==> src/design/sntp_rc_pkg.sv <==
// Shared types and constants for the SNTP reply check and time block.
package sntp_rc_pkg;

  // Field widths.
  localparam int unsigned FreqW  = 41;
  localparam int unsigned CountW = 63;
  localparam int unsigned MsW    = 43;
  localparam int unsigned RttW   = 31;
  // Dividend width: count times 1000 plus half the frequency.
  localparam int unsigned NumW   = 73;

  // Quotient bits resolved by the divider, one per stage.
  localparam int unsigned QuoW   = RttW;
  // Cycles from an accepted word to its result strobe.
  localparam int unsigned Latency = QuoW + 3;

  localparam logic [31:0]      EpochDeltaS = 32'd2208988800;
  localparam logic [9:0]       MsPerS      = 10'd1000;
  localparam logic [RttW-1:0]  RttMax      = {RttW{1'b1}};
  localparam logic [7:0]       StratumMax  = 8'd16;
  localparam logic [1:0]       LeapAlarm   = 2'h3;
  localparam logic [2:0]       ModeServer  = 3'h4;
  localparam logic [2:0]       Version3    = 3'h3;
  localparam logic [2:0]       Version4    = 3'h4;

  // Reply status codes.
  typedef enum logic [2:0] {
    StatOk      = 3'd0,
    StatShort   = 3'd1,
    StatAlarm   = 3'd2,
    StatVersion = 3'd3,
    StatMode    = 3'd4,
    StatStratum = 3'd5,
    StatZeroTs  = 3'd6,
    StatNoFreq  = 3'd7
  } status_e;

  // Data that rides alongside the divider.
  typedef struct packed {
    status_e                  status;
    logic signed [MsW-1:0]    t3_ms;
    logic [MsW-1:0]           proc_ms;
    logic [CountW-1:0]        anchor;
  } side_t;

  // Divider working set for one stage.
  typedef struct packed {
    logic [NumW-1:0]  rem;
    logic [QuoW-1:0]  quo;
    logic             sat;
    logic [FreqW-1:0] freq;
  } div_t;

endpackage

==> src/design/sntp_rc_front.sv <==
// Front stages: reply checks, timestamp conversion and dividend setup.
module sntp_rc_front (
  input  logic                                 clk_i,
  input  logic                                 rst_ni,
  input  logic                                 valid_i,
  input  logic [sntp_rc_pkg::FreqW-1:0]        freq_i,
  input  logic                                 reply_complete_i,
  input  logic [7:0]                           header_byte_i,
  input  logic [7:0]                           stratum_i,
  input  logic [31:0]                          recv_seconds_i,
  input  logic [31:0]                          recv_fraction_i,
  input  logic [31:0]                          xmit_seconds_i,
  input  logic [31:0]                          xmit_fraction_i,
  input  logic [sntp_rc_pkg::CountW-1:0]       send_count_i,
  input  logic [sntp_rc_pkg::CountW-1:0]       receive_count_i,
  output logic                                 valid_o,
  output sntp_rc_pkg::div_t                    div_o,
  output sntp_rc_pkg::side_t                   side_o
);

  // Stage one registers.
  logic                                  v1_q;
  sntp_rc_pkg::status_e                  status1_d, status1_q;
  logic [sntp_rc_pkg::CountW-1:0]        ticks1_d, ticks1_q;
  logic signed [sntp_rc_pkg::MsW-1:0]    t2_ms1_d, t2_ms1_q;
  logic signed [sntp_rc_pkg::MsW-1:0]    t3_ms1_d, t3_ms1_q;
  logic [sntp_rc_pkg::CountW-1:0]        anchor1_q;
  logic [sntp_rc_pkg::FreqW-1:0]         freq1_q;

  // Stage two registers.
  logic                                  v2_q;
  sntp_rc_pkg::div_t                     div2_d, div2_q;
  sntp_rc_pkg::side_t                    side2_d, side2_q;

  logic [1:0] leap;
  logic [2:0] ver;
  logic [2:0] mode;

  // NTP seconds and fraction to Unix milliseconds.
  function automatic logic signed [sntp_rc_pkg::MsW-1:0] to_unix_ms(
    input logic [31:0] sec,
    input logic [31:0] frac
  );
    logic signed [43:0] whole;
    logic [41:0]        part;
    logic signed [43:0] sum;
    whole = ($signed({12'b0, sec}) - $signed({12'b0, sntp_rc_pkg::EpochDeltaS}))
            * $signed({34'b0, sntp_rc_pkg::MsPerS});
    part  = {10'b0, frac} * {32'b0, sntp_rc_pkg::MsPerS};
    sum   = whole + $signed({34'b0, part[41:32]});
    return sum[sntp_rc_pkg::MsW-1:0];
  endfunction

  // Checks in priority order, ticks and timestamps.
  always_comb begin
    leap = header_byte_i[7:6];
    ver  = header_byte_i[5:3];
    mode = header_byte_i[2:0];
    if (!reply_complete_i) begin
      status1_d = sntp_rc_pkg::StatShort;
    end else if (leap == sntp_rc_pkg::LeapAlarm) begin
      status1_d = sntp_rc_pkg::StatAlarm;
    end else if (ver != sntp_rc_pkg::Version3 && ver != sntp_rc_pkg::Version4) begin
      status1_d = sntp_rc_pkg::StatVersion;
    end else if (mode != sntp_rc_pkg::ModeServer) begin
      status1_d = sntp_rc_pkg::StatMode;
    end else if (stratum_i == 8'd0 || stratum_i >= sntp_rc_pkg::StratumMax) begin
      status1_d = sntp_rc_pkg::StatStratum;
    end else if (recv_seconds_i == 32'd0 || xmit_seconds_i == 32'd0) begin
      status1_d = sntp_rc_pkg::StatZeroTs;
    end else if (freq_i == '0) begin
      status1_d = sntp_rc_pkg::StatNoFreq;
    end else begin
      status1_d = sntp_rc_pkg::StatOk;
    end
    // A counter that did not advance gives zero ticks and so a zero round trip.
    ticks1_d = (receive_count_i > send_count_i) ? receive_count_i - send_count_i : '0;
    t2_ms1_d = to_unix_ms(recv_seconds_i, recv_fraction_i);
    t3_ms1_d = to_unix_ms(xmit_seconds_i, xmit_fraction_i);
  end

  always_ff @(posedge clk_i or negedge rst_ni) begin
    if (!rst_ni) begin
      v1_q <= 1'b0;
      v2_q <= 1'b0;
    end else begin
      v1_q <= valid_i;
      v2_q <= v1_q;
    end
  end

  always_ff @(posedge clk_i) begin
    status1_q <= status1_d;
    ticks1_q  <= ticks1_d;
    t2_ms1_q  <= t2_ms1_d;
    t3_ms1_q  <= t3_ms1_d;
    anchor1_q <= receive_count_i;
    freq1_q   <= freq_i;
    div2_q    <= div2_d;
    side2_q   <= side2_d;
  end

  // Rounded dividend, saturation test and server processing time.
  logic signed [sntp_rc_pkg::MsW:0] proc_full;
  always_comb begin
    div2_d.rem  = {10'b0, ticks1_q} * {63'b0, sntp_rc_pkg::MsPerS}
                  + {33'b0, freq1_q[sntp_rc_pkg::FreqW-1:1]};
    div2_d.sat  = div2_d.rem >= ({32'b0, freq1_q} << sntp_rc_pkg::QuoW);
    div2_d.quo  = '0;
    div2_d.freq = freq1_q;
    proc_full   = {t3_ms1_q[sntp_rc_pkg::MsW-1], t3_ms1_q}
                  - {t2_ms1_q[sntp_rc_pkg::MsW-1], t2_ms1_q};
    side2_d.status  = status1_q;
    side2_d.t3_ms   = t3_ms1_q;
    side2_d.proc_ms = proc_full[sntp_rc_pkg::MsW] ? '0 : proc_full[sntp_rc_pkg::MsW-1:0];
    side2_d.anchor  = anchor1_q;
  end

  assign valid_o = v2_q;
  assign div_o   = div2_q;
  assign side_o  = side2_q;

endmodule

==> config.mk <==
export PLATFORM = sky130hd
export DESIGN_NAME = sntp_rc_front
export DESIGN_NICKNAME = d
export VERILOG_FILES = /design/src/design/sntp_rc_pkg.sv /design/src/design/sntp_rc_front.sv
export SDC_FILE = /design/constraint.sdc
export NUM_CORES = 2
export LEC_CHECK = 0
export BUFFER_PORTS_ARGS = -buffer_cell sky130_fd_sc_hd__buf_2
export CAP_MARGIN = 20
export CORE_AREA = 10 10 328 330
export DETAILED_ROUTE_END_ITERATION = 6
export DIE_AREA = 0 0 338 340
export GPL_TIMING_DRIVEN = 0
export HOLD_SLACK_MARGIN = 0.12
export PLACE_DENSITY = 0.75
export SLEW_MARGIN = 20
export SYNTH_ARGS = -nofsm -noshare
export SYNTH_HDL_FRONTEND = slang
export SYNTH_SLANG_ARGS = --single-unit
==> constraint.sdc <==
create_clock -name clk_i -period 10.7 [get_ports clk_i]
set_input_delay 0.535 -clock clk_i [delete_from_list [all_inputs] [get_ports clk_i]]
set_output_delay 0.535 -clock clk_i [all_outputs]
set_load 0.005 [all_outputs]
==> out/summary.txt <==
H-Tree Depth: 2
proportion of netlist area held by the largest area contributor: 0.264
post-synthesis sequential area ratio: 0.189
GPL Wtd Cong: 0.947
post-route ant nets: 0
fraction of registers with async set/reset: 0.00383
area delta synth->final: 16.1%
Rel. slew slack: 0.267
Setup crit end kind: flop
Final nets: 8338
compound-cell area share of the yosys netlist: 0.130
ranking of synthesized cells by area: fa_1 26%, dfxtp_1 19%, ha_1 17%, inv_1 6.2%, xnor2_1 3.9%
status: completed
grt ovf: 0
Met1 Routed Length: 62000 um
cells after synthesis: 5764
CTS buffer count: 57
Post-synth EDFFs: 0
delay of the slowest cell on the worst path: 0.57 ns
Hold Crit Class: input port to async pin
global-route wire length before repair: 248000 um
Wirelength per Cell: 19.8 um
Placement Cell Area: 60000 um2
Simple-Gate Fraction of Synth Area: 0.110
DRT Wirelength: 158000 um
final period utilization: 0.986
Buf+Inv Stages, Crit Path: 4
share of layout cells above drive strength 1: 0.145
vias per cell: 5.49
clock skew: 0.0343 ns
CP arrival: 11.15 ns
met3 wire length: 12700 um
post-synthesis average cell area: 9.59 um2
CTS tree: done
DR top layer: met5
MaxCap Viol Count: 0
Starting Density: 0.546
Fmax achieved: 0.0948 GHz
die area: 115000 um2
cell family with most CP delay: simple AND/OR/NAND/NOR gates
fin util: 0.634
Least-Margin Pin Slew: 1.09 ns
top-count cell post-synth: inv_1
CTS Root Buffer Type: clkbuf_16
register bit count reported by yosys: 522
# DRC: 0
DR vias: 43904
YS warnings: 0
DR iter-0 viols: 2390
clock slew at reported path FFs: 0.07 ns
count of pins over their slew limit: 0
synth cell count leaders: 907 x inv_1, 736 x ha_1, 728 x fa_1
Slowest cell on crit path: fa_1
dominant synthesized flop cell: dfxtp_1
unrepaired setup endpoints after global routing: yes
Fin. Hold Viols: 0
Synth Area in XOR/XNOR: 0.0663
Clk Latency, worst-skew pair: 0.69 ns
IO Pins: 614
row count: 117
die height: 340 um
worst hold slack: 0.174 ns
DR WL met2: 75700 um
die span in x: 338 um
Netlist cell types: 94
CTS Sinks: 522
vias in the first global route: 45920
synthesized area: 55200 um2
nature of the critical path startpoint: flop
post-synth top area cell: fa_1
minimum clock period after layout: 10.55 ns
Port-buffer cells: 580
mux cell area share after synthesis: 0.00226
first-pass detailed-route iteration total: 6
critical setup path kind: flop to flop
CP Max Fanout: 5
Post-Layout Inst Area: 64200 um2
combinational family with the most area after synthesis: adder cells
antenna violations before repair: 36
gr usage total: 0.271
Core Area: 101000 um2
number of buffers on the longest clock path: 3
final-report setup violation count: 0
largest net degree at the start of global routing: 18
Adder-Cell Fraction of Synth Area: 0.430
CP Data Required Time: 11.30 ns
DP Wirelength: 133000 um
worst paths after layout:
check / to / startpoint / depth (start not counted) / slack, ns
min in group clk_i: status1_q[0] / header_byte_i[7] / 4 / 0.18
hold reg to reg: side_o[25] / anchor1_q[25] / 0 / 0.31
setup reg to reg: div_o[41] / ticks1_q[5] / 39 / 0.15
max in group asynchronous: v1_q / rst_ni / 2 / 10.43
hold / removal: v1_q / rst_ni / 2 / 0.17
setup / recovery: div_o[41] / ticks1_q[5] / 39 / 0.15
layout make-up:
| class | count | area, um2 |
|---|---|---|
| fill | 8323 | 37000 |
| timing repair buffer | 721 | 4230 |
| buffer | 106 | 536 |
| clock inverter | 42 | 652 |
| sequential | 522 | 10500 |
| antenna | 16 | 40.0 |
| inverter | 907 | 3400 |
| clock buffer | 66 | 1520 |
| multi-input combinational | 4244 | 41600 |
| tap | 1368 | 1710 |
cell families after synthesis:
family | count (synthesis)
fa+ha+maj | 1464
simple gates | 1217
compound gates | 1103
buf+inv | 1030
flops | 522
xor+xnor | 415
mux | 12
other cells | 1
sequential cells by signal, indices dropped and copies added (netlist names):
| name | cells |
|---|---|
| t3_ms1_q | 43 |
| side_o | 152 |
| t2_ms1_q | 43 |
| valid_o | 1 |
| v1_q | 1 |
| div_o | 112 |
| freq1_q | 41 |
| status1_q | 3 |
| anchor1_q | 63 |
| ticks1_q | 63 |
what timing repair did:
item | 4_1_cts | 5_1_grt
hold buffers | 107 | 0
hold endpoints to repair | 110 | 0
endpoints found under the setup margin | 1 | 1
pin swaps | 21 | 38
gates resized for setup | 71 | 106
setup buffers | 14 | 19
per-stage QoR:
stage | setup WS [ns] | TNS, ns | cells
after floorplan | 0.945 | 0 | 5796
after global placement | -1.37 | -1.37 | 7744
after detailed placement | -1.43 | -1.43 | 7745
after CTS | 0.0162 | 0 | 7963
after global routing | -0.172 | -0.172 | 7987
final | 0.148 | 0 | 7992
cells in the final DEF, fill, tap and decap left out, drive strengths merged, types with 107 or more instances in the layout:
cell / count
a21o: 181
a21oi: 345
buf: 655
clkbuf: 131
dfxtp: 520
dlygate4sd3: 107
fa: 728
ha: 736
inv: 920
nand2: 262
nor2: 351
o21ai: 185
xnor2: 245
xor2: 168
routing by layer:
metal,GRT usage,up-vias
li1,-,20922
met1,0.327,21223
met2,0.461,1357
met3,0.0642,362
met4,0.110,40
met5,0,-
Power is left out: the tool's default activity adds up to more than one toggle a clock period on the data nets, which glitch-free logic cannot reach.
